**config.mk**
```make
export PLATFORM = sky130hd
export DESIGN_NAME = bencode_stream_parser_top
export DESIGN_NICKNAME = d
export VERILOG_FILES = /design/src/design/bsp_pkg.sv /design/src/design/bsp_stack.sv /design/src/design/bencode_stream_parser_top.sv
export VERILOG_INCLUDE_DIRS = /design/src /design/src/design
export SDC_FILE = /design/constraint.sdc
export NUM_CORES = 2
export LEC_CHECK = 0
export ABC_AREA = 1
export ABC_CLOCK_PERIOD_IN_PS = 6100
export BUFFER_PORTS_ARGS = -buffer_cell sky130_fd_sc_hd__buf_2
export CAP_MARGIN = 20
export CORE_ASPECT_RATIO = 1.1
export CORE_MARGIN = 3
export CORE_UTILIZATION = 56
export DETAILED_ROUTE_END_ITERATION = 7
export MAX_ROUTING_LAYER = met4
export PLACE_DENSITY_LB_ADDON = 0.25
export REMOVE_ABC_BUFFERS = 1
export SYNTH_ARGS = -nofsm -noshare
export SYNTH_HDL_FRONTEND = slang
export SYNTH_SLANG_ARGS = --single-unit
```
**constraint.sdc**
```tcl
create_clock -name clk -period 6.1 [get_ports clk]
set_input_delay 0.61 -clock clk [delete_from_list [all_inputs] [get_ports clk]]
set_output_delay 0.61 -clock clk [all_outputs]
set_load 0.01 [all_outputs]
```
**src/design/bencode_stream_parser_top_assert.svh**
```systemverilog
// Assertion macros shared by the bencode stream parser
`ifndef BENCODE_STREAM_PARSER_TOP_ASSERT_SVH
`define BENCODE_STREAM_PARSER_TOP_ASSERT_SVH

// same-cycle implication
`define BSP_ASSERT_NOW(lbl, ante, cons, msg) \
  lbl: assert property (@(posedge clk) disable iff (!rst_n) (ante) |-> (cons)) else $error(msg);

// next-cycle implication
`define BSP_ASSERT_NEXT(lbl, ante, cons, msg) \
  lbl: assert property (@(posedge clk) disable iff (!rst_n) (ante) |=> (cons)) else $error(msg);

`endif

```
**src/design/bsp_pkg.sv**
```systemverilog
// Types and constants for the bencode stream parser
package bsp_pkg;

  localparam int NEST_DEPTH = 32;
  localparam int LVL_W      = $clog2(NEST_DEPTH + 1);
  localparam int STK_AW     = (NEST_DEPTH > 1) ? $clog2(NEST_DEPTH) : 1;
  localparam int POS_W      = 32;
  localparam int STR_LEN_MAX_DIGITS = 19;

  typedef enum logic [2:0] {
    M_ITEM, M_INT_FIRST, M_INT_MINUS, M_INT_DIGITS, M_STR_LEN, M_STR_BODY, M_DONE, M_ERROR
  } mode_t;

  typedef enum logic [1:0] {
    ENT_NONE = 2'd0, ENT_LIST = 2'd1, ENT_KEY = 2'd2, ENT_VAL = 2'd3
  } ent_t;

  typedef enum logic [3:0] {
    EV_NONE = 4'd0, EV_INT = 4'd1, EV_STR_HDR = 4'd2, EV_STR_BYTE = 4'd3, EV_STR_DONE = 4'd4,
    EV_LIST = 4'd5, EV_DICT = 4'd6, EV_CLOSE = 4'd7, EV_ERROR = 4'd8
  } evt_t;

  typedef enum logic [3:0] {
    ERR_NONE = 4'd0, ERR_EMPTY = 4'd1, ERR_MISSING = 4'd2, ERR_BAD_TYPE = 4'd3,
    ERR_NEG_ZERO = 4'd4, ERR_LEAD_ZERO = 4'd5, ERR_NON_DIGIT = 4'd6, ERR_BOUNDS = 4'd7,
    ERR_NO_E = 4'd8, ERR_NO_COLON = 4'd9, ERR_STR_EOF = 4'd10, ERR_KEY_NOT_STR = 4'd11,
    ERR_TOO_DEEP = 4'd12
  } err_t;

  localparam logic [7:0] CH_E = 8'h65, CH_MINUS = 8'h2d, CH_I = 8'h69, CH_L = 8'h6c;
  localparam logic [7:0] CH_D = 8'h64, CH_COLON = 8'h3a, CH_0 = 8'h30, CH_9 = 8'h39;

  localparam logic [63:0] S64_TOP = 64'h7fff_ffff_ffff_ffff;

  // stack write/read port between core and memory
  typedef struct packed {
    logic              wr_en;
    logic [STK_AW-1:0] wr_addr;
    ent_t              wr_data;
    logic [STK_AW-1:0] rd_addr;
  } stk_req_t;

  // letters of the key "info", indexed by match progress
  function automatic logic [7:0] info_char(input logic [2:0] idx);
    unique case (idx)
      3'd1:    info_char = 8'h69;
      3'd2:    info_char = 8'h6e;
      3'd3:    info_char = 8'h66;
      3'd4:    info_char = 8'h6f;
      default: info_char = 8'h00;
    endcase
  endfunction

endpackage

```
**src/design/bsp_stack.sv**
```systemverilog
// Nesting stack memory: entries below the cached top, with a registered read
module bsp_stack
  import bsp_pkg::*;
(
  input  logic     clk,
  input  stk_req_t req,
  output ent_t     rd_data
);

  ent_t mem [NEST_DEPTH];
  ent_t rd_data_r;

  // write port
  always_ff @(posedge clk) begin
    if (req.wr_en) begin
      mem[req.wr_addr] <= req.wr_data;
    end
  end

  // registered read, same-cycle write forwarded
  always_ff @(posedge clk) begin
    if (req.wr_en && (req.wr_addr == req.rd_addr)) begin
      rd_data_r <= req.wr_data;
    end else begin
      rd_data_r <= mem[req.rd_addr];
    end
  end

  assign rd_data = rd_data_r;

endmodule

```
**src/design/bencode_stream_parser_top.sv**
```systemverilog
// Bencode stream parser top level: parse control, stack and result register
//
//  channel | ports                                   | direction
//  --------+-----------------------------------------+----------
//  in      | in_valid in_ready in_op in_data_byte    | sink
//  out     | out_valid out_ready out_event_res .. etc | source
//
// One word per clock sustained while the output is not stalled; each input word yields one registered result word.
// The nesting stack sits in a memory with a registered read; the top entry is held in a register and
// the entry below is prefetched every cycle, with write-to-read forwarding.
// Reset (rst_n low, synchronous) clears all control state; stack contents are not cleared.
// An output stall holds the result register and drops in_ready until it is taken.
module bencode_stream_parser_top
  import bsp_pkg::*;
(
  input  logic               clk,
  input  logic               rst_n,
  input  logic               in_valid,
  output logic               in_ready,
  input  logic               in_op,
  input  logic [7:0]         in_data_byte,
  output logic               out_valid,
  input  logic               out_ready,
  output logic [3:0]         out_event_res,
  output logic signed [63:0] out_int_value,
  output logic [63:0]        out_string_length,
  output logic [7:0]         out_payload_byte,
  output logic [5:0]         out_nest_depth,
  output logic               out_is_dict_key,
  output logic [3:0]         out_error_code,
  output logic               out_root_done,
  output logic               out_info_valid,
  output logic [31:0]        out_info_start,
  output logic [31:0]        out_info_length
);

  `include "bencode_stream_parser_top_assert.svh"

  // parse state
  mode_t             mode_r, mode_nxt;
  logic [63:0]       acc_r, acc_nxt;
  logic              neg_r, neg_nxt;
  logic              zp_r, zp_nxt;
  logic [4:0]        ldc_r, ldc_nxt;
  logic [63:0]       rem_r, rem_nxt;
  logic [LVL_W-1:0]  lvl_r, lvl_nxt;
  ent_t              top_r, top_nxt;
  logic [2:0]        km_r, km_nxt;
  logic [POS_W-1:0]  pos_r, pos_nxt;
  logic [POS_W-1:0]  istart_r, istart_nxt;
  logic              iseen_r, iseen_nxt;
  logic [31:0]       ispan_r, ispan_nxt;
  err_t              err_r, err_nxt;
  logic              ipend_r, ipend_nxt;
  logic [LVL_W-1:0]  ilvl_r, ilvl_nxt;

  // result register
  logic              ovalid_r;
  evt_t              oev_r;
  logic [63:0]       oint_r, olen_r;
  logic [7:0]        obyte_r;
  logic              okey_r;

  evt_t              ev;
  logic [63:0]       ev_int, ev_len;
  logic [7:0]        ev_byte;
  logic              ev_key;

  logic              step;
  logic              do_err, do_done, popped;
  err_t              err_code;
  ent_t              top_cur, t_eff, below;
  logic              is_dig;
  logic [3:0]        dval;
  logic [POS_W-1:0]  np;
  logic [67:0]       prod;
  logic [67:0]       lim;
  logic [LVL_W-1:0]  rd_lvl, wr_lvl;
  logic              stk_we;
  stk_req_t          stk_req;

  assign in_ready = !ovalid_r || out_ready;
  assign step     = in_valid && in_ready;

  assign top_cur = (lvl_r == '0) ? ENT_NONE : top_r;
  assign is_dig  = (in_data_byte >= CH_0) && (in_data_byte <= CH_9);
  assign dval    = in_data_byte[3:0];
  assign np      = (pos_r == '1) ? pos_r : pos_r + 1'b1;
  assign prod    = {acc_r, 3'b000} + {3'b000, acc_r, 1'b0} + {64'd0, dval};
  assign lim     = neg_r ? {4'd0, S64_TOP} + 68'd1 : {4'd0, S64_TOP};

  // stack port: push writes old top, prefetch reads the entry below the next top
  assign wr_lvl          = lvl_r - 1'b1;
  assign rd_lvl          = lvl_nxt - LVL_W'(2);
  assign stk_req.wr_en   = stk_we;
  assign stk_req.wr_addr = wr_lvl[STK_AW-1:0];
  assign stk_req.wr_data = top_r;
  assign stk_req.rd_addr = rd_lvl[STK_AW-1:0];

  bsp_stack u_stack (
    .clk     (clk),
    .req     (stk_req),
    .rd_data (below)
  );

  // next state and result for one word
  always_comb begin
    mode_nxt = mode_r;  acc_nxt = acc_r;  neg_nxt = neg_r;  zp_nxt = zp_r;
    ldc_nxt = ldc_r;  rem_nxt = rem_r;  lvl_nxt = lvl_r;  top_nxt = top_r;
    km_nxt = km_r;  pos_nxt = pos_r;  istart_nxt = istart_r;  iseen_nxt = iseen_r;
    ispan_nxt = ispan_r;  err_nxt = err_r;  ipend_nxt = ipend_r;  ilvl_nxt = ilvl_r;
    ev = EV_NONE;  ev_int = '0;  ev_len = '0;  ev_byte = '0;  ev_key = 1'b0;
    do_err = 1'b0;  err_code = ERR_NONE;  do_done = 1'b0;  popped = 1'b0;
    stk_we = 1'b0;
    t_eff = top_r;
    if (step) begin
      if (in_op) begin
        // end of buffer
        unique case (mode_r)
          M_ITEM: begin
            do_err = 1'b1;
            if (lvl_r == '0)            err_code = (pos_r == '0) ? ERR_EMPTY : ERR_MISSING;
            else if (top_cur == ENT_VAL) err_code = ERR_MISSING;
            else                         err_code = ERR_NO_E;
          end
          M_INT_FIRST, M_INT_MINUS: begin
            do_err = 1'b1;  err_code = ERR_NO_E;
          end
          M_INT_DIGITS: begin
            do_err = 1'b1;  err_code = zp_r ? ERR_LEAD_ZERO : ERR_NO_E;
          end
          M_STR_LEN: begin
            do_err = 1'b1;  err_code = ERR_NO_COLON;
          end
          M_STR_BODY: begin
            do_err = 1'b1;  err_code = ERR_STR_EOF;
          end
          default: ;
        endcase
      end else begin
        pos_nxt = np;
        unique case (mode_r)
          M_ITEM: begin
            priority if (in_data_byte == CH_E &&
                         (top_cur == ENT_LIST || top_cur == ENT_KEY)) begin
              lvl_nxt = lvl_r - 1'b1;
              popped  = 1'b1;
              if (ipend_r && ilvl_r > lvl_nxt) ipend_nxt = 1'b0;
              ev = EV_CLOSE;
              do_done = 1'b1;
            end else if (top_cur == ENT_KEY && !is_dig) begin
              do_err = 1'b1;  err_code = ERR_KEY_NOT_STR;
            end else if (in_data_byte == CH_I) begin
              neg_nxt = 1'b0;  zp_nxt = 1'b0;  acc_nxt = '0;  mode_nxt = M_INT_FIRST;
            end else if (in_data_byte == CH_L || in_data_byte == CH_D) begin
              if (lvl_r >= LVL_W'(NEST_DEPTH)) begin
                do_err = 1'b1;  err_code = ERR_TOO_DEEP;
              end else begin
                stk_we = (lvl_r != '0);
                top_nxt = (in_data_byte == CH_L) ? ENT_LIST : ENT_KEY;
                lvl_nxt = lvl_r + 1'b1;
                ev = (in_data_byte == CH_L) ? EV_LIST : EV_DICT;
              end
            end else if (is_dig) begin
              acc_nxt = {60'd0, dval};  ldc_nxt = 5'd1;  mode_nxt = M_STR_LEN;
            end else begin
              do_err = 1'b1;  err_code = ERR_BAD_TYPE;
            end
          end
          M_INT_FIRST, M_INT_MINUS: begin
            if (mode_r == M_INT_FIRST && in_data_byte == CH_MINUS) begin
              neg_nxt = 1'b1;  mode_nxt = M_INT_MINUS;
            end else if (is_dig) begin
              zp_nxt = (in_data_byte == CH_0);
              acc_nxt = {60'd0, dval};
              mode_nxt = M_INT_DIGITS;
            end else begin
              do_err = 1'b1;  err_code = ERR_NON_DIGIT;
            end
          end
          M_INT_DIGITS: begin
            priority if (zp_r) begin
              if (in_data_byte != CH_E) begin
                do_err = 1'b1;  err_code = ERR_LEAD_ZERO;
              end else if (neg_r) begin
                do_err = 1'b1;  err_code = ERR_NEG_ZERO;
              end else begin
                ev = EV_INT;  ev_int = acc_r;  do_done = 1'b1;
              end
            end else if (in_data_byte == CH_E) begin
              ev = EV_INT;  ev_int = neg_r ? 64'd0 - acc_r : acc_r;  do_done = 1'b1;
            end else if (!is_dig) begin
              do_err = 1'b1;  err_code = ERR_NON_DIGIT;
            end else if (prod > lim) begin
              do_err = 1'b1;  err_code = ERR_BOUNDS;
            end else begin
              acc_nxt = prod[63:0];
            end
          end
          M_STR_LEN: begin
            priority if (in_data_byte == CH_COLON) begin
              ev_key  = (top_cur == ENT_KEY);
              rem_nxt = acc_r;
              km_nxt  = (ev_key && acc_r == 64'd4) ? 3'd1 : 3'd0;
              if (acc_r == '0) begin
                ev = EV_STR_DONE;  do_done = 1'b1;  km_nxt = 3'd0;
              end else begin
                ev = EV_STR_HDR;  ev_len = acc_r;  mode_nxt = M_STR_BODY;
              end
            end else if (!is_dig) begin
              do_err = 1'b1;  err_code = ERR_NO_COLON;
            end else if (ldc_r >= 5'(STR_LEN_MAX_DIGITS)) begin
              do_err = 1'b1;  err_code = ERR_BOUNDS;
            end else begin
              acc_nxt = prod[63:0];
              ldc_nxt = ldc_r + 1'b1;
            end
          end
          M_STR_BODY: begin
            ev_key  = (top_cur == ENT_KEY);
            ev_byte = in_data_byte;
            if (ev_key && km_r >= 3'd1 && km_r <= 3'd4 && in_data_byte == info_char(km_r))
              km_nxt = km_r + 1'b1;
            else
              km_nxt = 3'd0;
            rem_nxt = rem_r - 1'b1;
            if (rem_nxt == '0) begin
              // string complete: arm capture of the value keyed "info"
              if (ev_key) begin
                if (km_nxt == 3'd5 && !iseen_r && !ipend_r) begin
                  ipend_nxt = 1'b1;  ilvl_nxt = lvl_r;  istart_nxt = np;
                end
                km_nxt = 3'd0;
              end
              ev = EV_STR_DONE;  do_done = 1'b1;
            end else begin
              ev = EV_STR_BYTE;
            end
          end
          default: ;
        endcase
      end

      // item completed: advance the enclosing container
      if (do_done) begin
        t_eff = popped ? below : top_r;
        top_nxt = t_eff;
        if (lvl_nxt == '0) begin
          mode_nxt = M_DONE;
        end else begin
          if (t_eff == ENT_KEY) begin
            top_nxt = ENT_VAL;
          end else if (t_eff == ENT_VAL) begin
            if (ipend_nxt && ilvl_nxt == lvl_nxt) begin
              ispan_nxt = 32'(np - istart_nxt);
              iseen_nxt = 1'b1;
              ipend_nxt = 1'b0;
            end
            top_nxt = ENT_KEY;
          end
          mode_nxt = M_ITEM;
        end
      end

      // first error latches; errors inside a key string report as a bad key
      if (do_err) begin
        err_nxt  = ((mode_r == M_STR_LEN || mode_r == M_STR_BODY) && top_cur == ENT_KEY)
                   ? ERR_KEY_NOT_STR : err_code;
        mode_nxt = M_ERROR;
        ev       = EV_ERROR;
        ev_key   = 1'b0;
      end
    end
  end

  // control state
  always_ff @(posedge clk) begin
    if (!rst_n) begin
      mode_r <= M_ITEM;  acc_r <= '0;  neg_r <= 1'b0;  zp_r <= 1'b0;  ldc_r <= '0;
      rem_r <= '0;  lvl_r <= '0;  top_r <= ENT_NONE;  km_r <= '0;  pos_r <= '0;
      istart_r <= '0;  iseen_r <= 1'b0;  ispan_r <= '0;  err_r <= ERR_NONE;
      ipend_r <= 1'b0;  ilvl_r <= '0;  ovalid_r <= 1'b0;
    end else begin
      mode_r <= mode_nxt;  acc_r <= acc_nxt;  neg_r <= neg_nxt;  zp_r <= zp_nxt;
      ldc_r <= ldc_nxt;  rem_r <= rem_nxt;  lvl_r <= lvl_nxt;  top_r <= top_nxt;
      km_r <= km_nxt;  pos_r <= pos_nxt;  istart_r <= istart_nxt;  iseen_r <= iseen_nxt;
      ispan_r <= ispan_nxt;  err_r <= err_nxt;  ipend_r <= ipend_nxt;  ilvl_r <= ilvl_nxt;
      if (step)           ovalid_r <= 1'b1;
      else if (out_ready) ovalid_r <= 1'b0;
    end
  end

  // result word payload
  always_ff @(posedge clk) begin
    if (step) begin
      oev_r   <= ev;
      oint_r  <= ev_int;
      olen_r  <= ev_len;
      obyte_r <= ev_byte;
      okey_r  <= ev_key;
    end
  end

  assign out_valid         = ovalid_r;
  assign out_event_res     = oev_r;
  assign out_int_value     = oint_r;
  assign out_string_length = olen_r;
  assign out_payload_byte  = obyte_r;
  assign out_nest_depth    = 6'(lvl_r);
  assign out_is_dict_key   = okey_r;
  assign out_error_code    = err_r;
  assign out_root_done     = (mode_r == M_DONE);
  assign out_info_valid    = iseen_r;
  assign out_info_start    = 32'(istart_r);
  assign out_info_length   = ispan_r;

  // checks
  `BSP_ASSERT_NOW(a_no_take_on_stall, ovalid_r && !out_ready, !in_ready, "input taken while result stalled")
  `BSP_ASSERT_NEXT(a_err_latched, err_r != ERR_NONE, $stable(err_r), "latched error changed")
  `BSP_ASSERT_NOW(a_depth_bound, 1'b1, lvl_r <= LVL_W'(NEST_DEPTH), "nesting level past depth")
  `BSP_ASSERT_NOW(a_push_room, stk_req.wr_en, lvl_r < LVL_W'(NEST_DEPTH) && step, "stack write without room")

endmodule

```
# Word-level counts from Yosys, hierarchy flattened
# Memories as Yosys holds them, arrays and structs flattened. A register that Yosys moved wholly into a read port is not among the register bits.
# Index checks and enable logic that the tools add are counted.
# Widths: inputs -> output; s select.
# word_totals
reg_bits,399
latchBits,0
ramBits,64
romBits,0
inputBits,13
output_inout_bits,219
elab_cells,366
memories,1
# op_classes
add_sub_neg,11
multipliers,0
div,0
order_cmp,8
eq_ne,59
shift,0
n_mux,204
n_bitwise,7
n_reduce_logical,53
# memory_table
name,depth,width,rd,rd_ports_with_merged_regs,wr,line_no,text
u_stack.mem,32,2,1,1,1,bsp_stack.sv:10,ent_t mem [NEST_DEPTH];
# ops
cell,n
$mux 64,20
$pmux 64 s4,1
$mux 32,7
$logic_not 64->1,2
$pmux 64 s2,1
$mux 3,36
$mux 6,15
$add 67x65->68,1
$add 68x4->68,1
$gt 68x64->1,1
$mux 1,68
$eq 64x3->1 const B,1
$sub 1x64->64 const A,1
$sub 64x1->64 const B,1
$mux 4,15
$mux 5,8
$mux 2,17
$ne 2x2->1 const B,17
$add 32x1->32 const B,1
$eq 32x32->1 const B,1
$eq 8x7->1 const B,4
$logic_not 32->1,1
$pmux 4 s4,2
$sub 32x32->32,1
55 further kinds,119

# Logic depth before layout (Yosys ltp)
# logic_depth
word_depth,27
mapped_depth,42
mapped_depth_nobuf,42

# By module
# A second synthesis with hierarchy kept.
# hier_totals
hier_cells,4814
area_unflattened_um2,34210.3
# modules_own_cells
module,instances,cells_each,area_per_inst_um2,seq_area_each_um2
bencode_stream_parser_top,1,4542,31243.7,9399.0
bsp_stack,1,272,2966.6,2021.9

# Least setup slack after synthesis
# Ideal clock, no wire load.
# synth_path
path_type,input port to flip-flop
startpoint,in out_ready
endpoint,"reg oev_r[0] (netlist: out_event_res[0]), enable pin"
setup_time_ps,560
arrival_ps,5377
required_ps,5540
slack_ps,163
cell_stages,6
path_buffers,2
path_cell_list,inv_1 -> nand2_1 -> nand2_1 -> clkinv_1 -> clkbuf_1 -> clkbuf_1
# synth_between
elab_chain_cells,2
# synth_rtl
item,line_no,text
start: declaration,bencode_stream_parser_top.sv:23,"input logic out_ready,"
$logic_or 1x1->1,bencode_stream_parser_top.sv:82,assign in_ready = !ovalid_r || out_ready;
via in_ready,bencode_stream_parser_top.sv:19,"output logic in_ready,"
$logic_and 1x1->1,bencode_stream_parser_top.sv:83,assign step = in_valid && in_ready;
via step,bencode_stream_parser_top.sv:69,logic step;
end signal: assignment,bencode_stream_parser_top.sv:296,oev_r <= ev;
end: declaration,bencode_stream_parser_top.sv:59,evt_t oev_r;
# The timed path passes the listed nets, and every way through them passes these cells.
# A chain may end at the register's enable or synchronous reset.

# Worst setup path after layout
# layout_path
startpoint,reg rem_r[1]
endpoint,reg ispan_r[25] (netlist: out_info_length[25])
# layout_between
elab_chain_cells,9
elab_cells_between_ends,22
cone_classes,add/sub: 2; eq/ne: 1; mux: 16; reduce/logical: 3
# layout_rtl
item,line_no,text
start: declaration,bencode_stream_parser_top.sv:45,"logic [63:0] rem_r, rem_nxt;"
start signal: assignment,bencode_stream_parser_top.sv:285,ldc_r <= ldc_nxt; rem_r <= rem_nxt; lvl_r <= lvl_nxt; top_r <= top_nxt;
$sub 64x1->64 (*),bencode_stream_parser_top.sv:226,rem_nxt = rem_r - 1'b1;
$logic_not 64->1 (*),bencode_stream_parser_top.sv:227,if (rem_nxt == '0) begin
branches (longest 7 deep; another with $sub 32x32->32),-,
end signal: assignment,bencode_stream_parser_top.sv:287,ispan_r <= ispan_nxt; err_r <= err_nxt; ipend_r <= ipend_nxt; ilvl_r <= ilvl_nxt;
end: declaration,bencode_stream_parser_top.sv:52,"logic [31:0] ispan_r, ispan_nxt;"
# Every way passes the cells marked *. The select of a mux whose other input is x is not followed.

==> results.toml <==
[final_layout]
synthToLayoutAreaGrowth_pct = 13.28
final_util_pct = 64.31
layout.nets = 5373
regArea_um2 = 11430
multi_input_area_um2 = 19850
fin_cells = 5970
final_area_um2 = 38650
drive_gt1_share_pct = 11.28
n_fill_cell = 5577

[yosys]
synthTopCellsByArea = "edfxtp_1 (18%), dfxtp_1 (15%), nand2_1 (11%), ha_1 (9.2%), nor2_1 (7.3%)"
ys_top_cells_by_count = "nand2_1 (1000), nor2_1 (660), inv_1 (574)"
synth_seq_area_share_pct = 33.48
synthArstFlopShare_pct = 0
synth_cell_types = 64
netlist_area_um2 = 34120
yosysMostFrequentCell = "nand2_1"
yosysWarnings = 0
synthFlopType = "dfxtp_1"
synth_edf_count = 205
synth_largest_area_cell = "edfxtp_1"
syn_area_per_cell_um2 = 7.035
ys_seq_elements = 468
synth.top_cell.area_share_pct = 18.04
syn_inst = 4850

[worst_setup_path]
cpMaxStageDelayCell = "o21ai_0"
cp.required_ns = 6.66
start_kind = "flop"
arrival_ns = 6.21
path_max_fanout = 11
worstSetupPathType = "reg -> reg"
cp-end-kind = "flop"
max_stage_delay_ns = 0.35

[floorplan]
rows = 94
initial_core_util_pct = 56.77
ios = 232
core_area_um2 = 60100
die_h_um = 264.9
die_area_um2 = 63920
die_w_um = 241.3

[routing]
routedWlPerCell_um = 19.80
num_vias = 35250
drtIter0Drc = 3698
drtAntennaViolNets = 0
via_per_inst = 5.904
dr.pass1.iters = 6
wl_mm = 118.2
drc_errors = 0

[job]
maxCapViolCount = 0

[placement]
dpl-instance-area_um2 = 36860
post-dp-hpwl_mm = 88.53
port_buffers = 231
place_ws_ns = -0.08500
gp_congestion = 1.045
place_inst = 5869

[grt]
antenna_found_initial = 4
grt_use_total_pct = 37.13
grt_max_degree = 143
grt_pass1_vias = 32570
grt_pass1_wl_mm = 182.8
gr-total-overflow = 0

[cts]
cts.path.max_buffers = 3
clkTransAtPathRegs_ns = 0.06
numClockSinks = 468
htreeDepth = 2
clk_latency_ns = 0.63
numCtsBuffers = 52
cts_tree = "done"
cts_setup_buffers = 0
ctsRootBufferMaster = "clkbuf_16"

[sta]
hold_viol_final = 0
fmax_ghz = 0.1772
maxSlewHeadroom_pct = 24.24
setup_slack_ns = 0.4575
finalSetupTns_ns = 0
period_needed_ns = 5.642
drv_slew = 0
worst_slew_pin_slew_ns = 1.124
clock_skew_ns = 0.02145
finalSetupViolCount = 0
fin_crit_sh_pct = 92.50
hold_slack_ns = 0.2799

[pwr]
ir_drop_mv = 0.2256
power_density_nw_per_um2 = 247.1
p_total_mw = 9.549
p_leak_nw = 18.39

[min_path]
hp-class = "in -> reg"

[run_status]
status = "finished, final reports clean"
## placed cells by master, fill, tap and decap left out, types with 25 or more instances in the layout
master,Yosys,final
xor2_1,121,120
inv_1,574,574
nor3_1,59,57
buf_2,8,230
nor4_1,58,58
nor2_1,660,652
nor2_2,23,25
edfxtp_1,205,205
a221oi_1,75,75
a211oi_1,45,45
dfxtp_1,263,257
buf_4,0,150
ha_1,250,249
o21ai_0,304,296
nand3_1,242,240
nand2_1,1000,994
nand4_1,67,67
xnor2_1,37,37
a31oi_1,34,34
clkbuf_16,0,53
a21oi_1,427,426
## kinds of logic after synthesis
| kind of cell | count (synthesis) | synth area share [%] |
|---|---|---|
| AO/OA/AOI/OAI | 1011 | 17.16 |
| XOR/XNOR | 159 | 4.104 |
| multiplexers | 7 | 0.2054 |
| buffers and inverters | 779 | 8.673 |
| AND/OR/NAND/NOR | 2173 | 27.04 |
| flip-flops | 468 | 33.48 |
| adder cells (fa/ha/maj) | 253 | 9.344 |
## critical path, delay by kind of cell (launching register included)
family	cells	cell delay, ns
AOI/OAI and AO/OA	10	1.86
adders and majority gates	2	0.58
buffers and inverters	5	0.71
DFF	1	0.33
and+or+nand+nor	15	2.09
## routing by layer
metal,GRT usage [%],wire [um]
met3,5.275,10880
met4,14.25,4991
met2,55.51,51710
met5,-,0
met1,51.00,50630
## what timing repair did
action | in CTS | in global routing
gates resized for setup | 0 | 35
endpoints found under the setup margin | 0 | 89
hold buffers | 0 | 0
## power breakdown
group	total, mW	switching (mW)	internal, mW
logic	2.78	1.88	0.901
registers	3.56	0.165	3.39
clock network	3.21	1.39	1.82
total	9.55	3.44	6.11
## registers in the layout, indices dropped and copies added (netlist names), named ones only
| signal | flops |
|---|---|
| km_r | 3 |
| out_event_res | 4 |
| ilvl_r | 6 |
| ldc_r | 5 |
| out_is_dict_key | 1 |
| out_info_start | 32 |
| acc_r | 64 |
| out_error_code | 4 |
| out_info_valid | 1 |
| pos_r | 32 |
| ipend_r | 1 |
| top_r | 2 |
| out_nest_depth | 6 |
| u_stack.mem | 64 |
| mode_r | 3 |
| neg_r | 1 |
| rem_r | 64 |
| out_payload_byte | 8 |
| out_info_length | 32 |
| out_string_length | 64 |
| out_valid | 1 |
| out_int_value | 64 |
| zp_r | 1 |
## area by class of cell
| type | count | area share (%) |
|---|---|---|
| sequential | 468 | 29.58 |
| multi-input combinational | 3603 | 51.37 |
| inverter | 597 | 5.824 |
| antenna | 3 | 0.01942 |
| tap | 816 | 2.642 |
| timing repair buffer | 385 | 6.151 |
| clock buffer | 75 | 3.814 |
| clock inverter | 23 | 0.6022 |
## path summary, 6_finish.rpt
path | slack (ns) | end | from | cells past startpoint
worst max-delay path | 0.46 | out_info_length[25] | rem_r[1] | 32
worst min-delay path | 0.28 | out_valid | out_ready | 4
worst max register to register | 0.46 | out_info_length[25] | rem_r[1] | 32
worst min register to register | 0.45 | ldc_r[4] | ldc_r[4] | 2
Note: power is estimated with default switching activity, not from simulation.
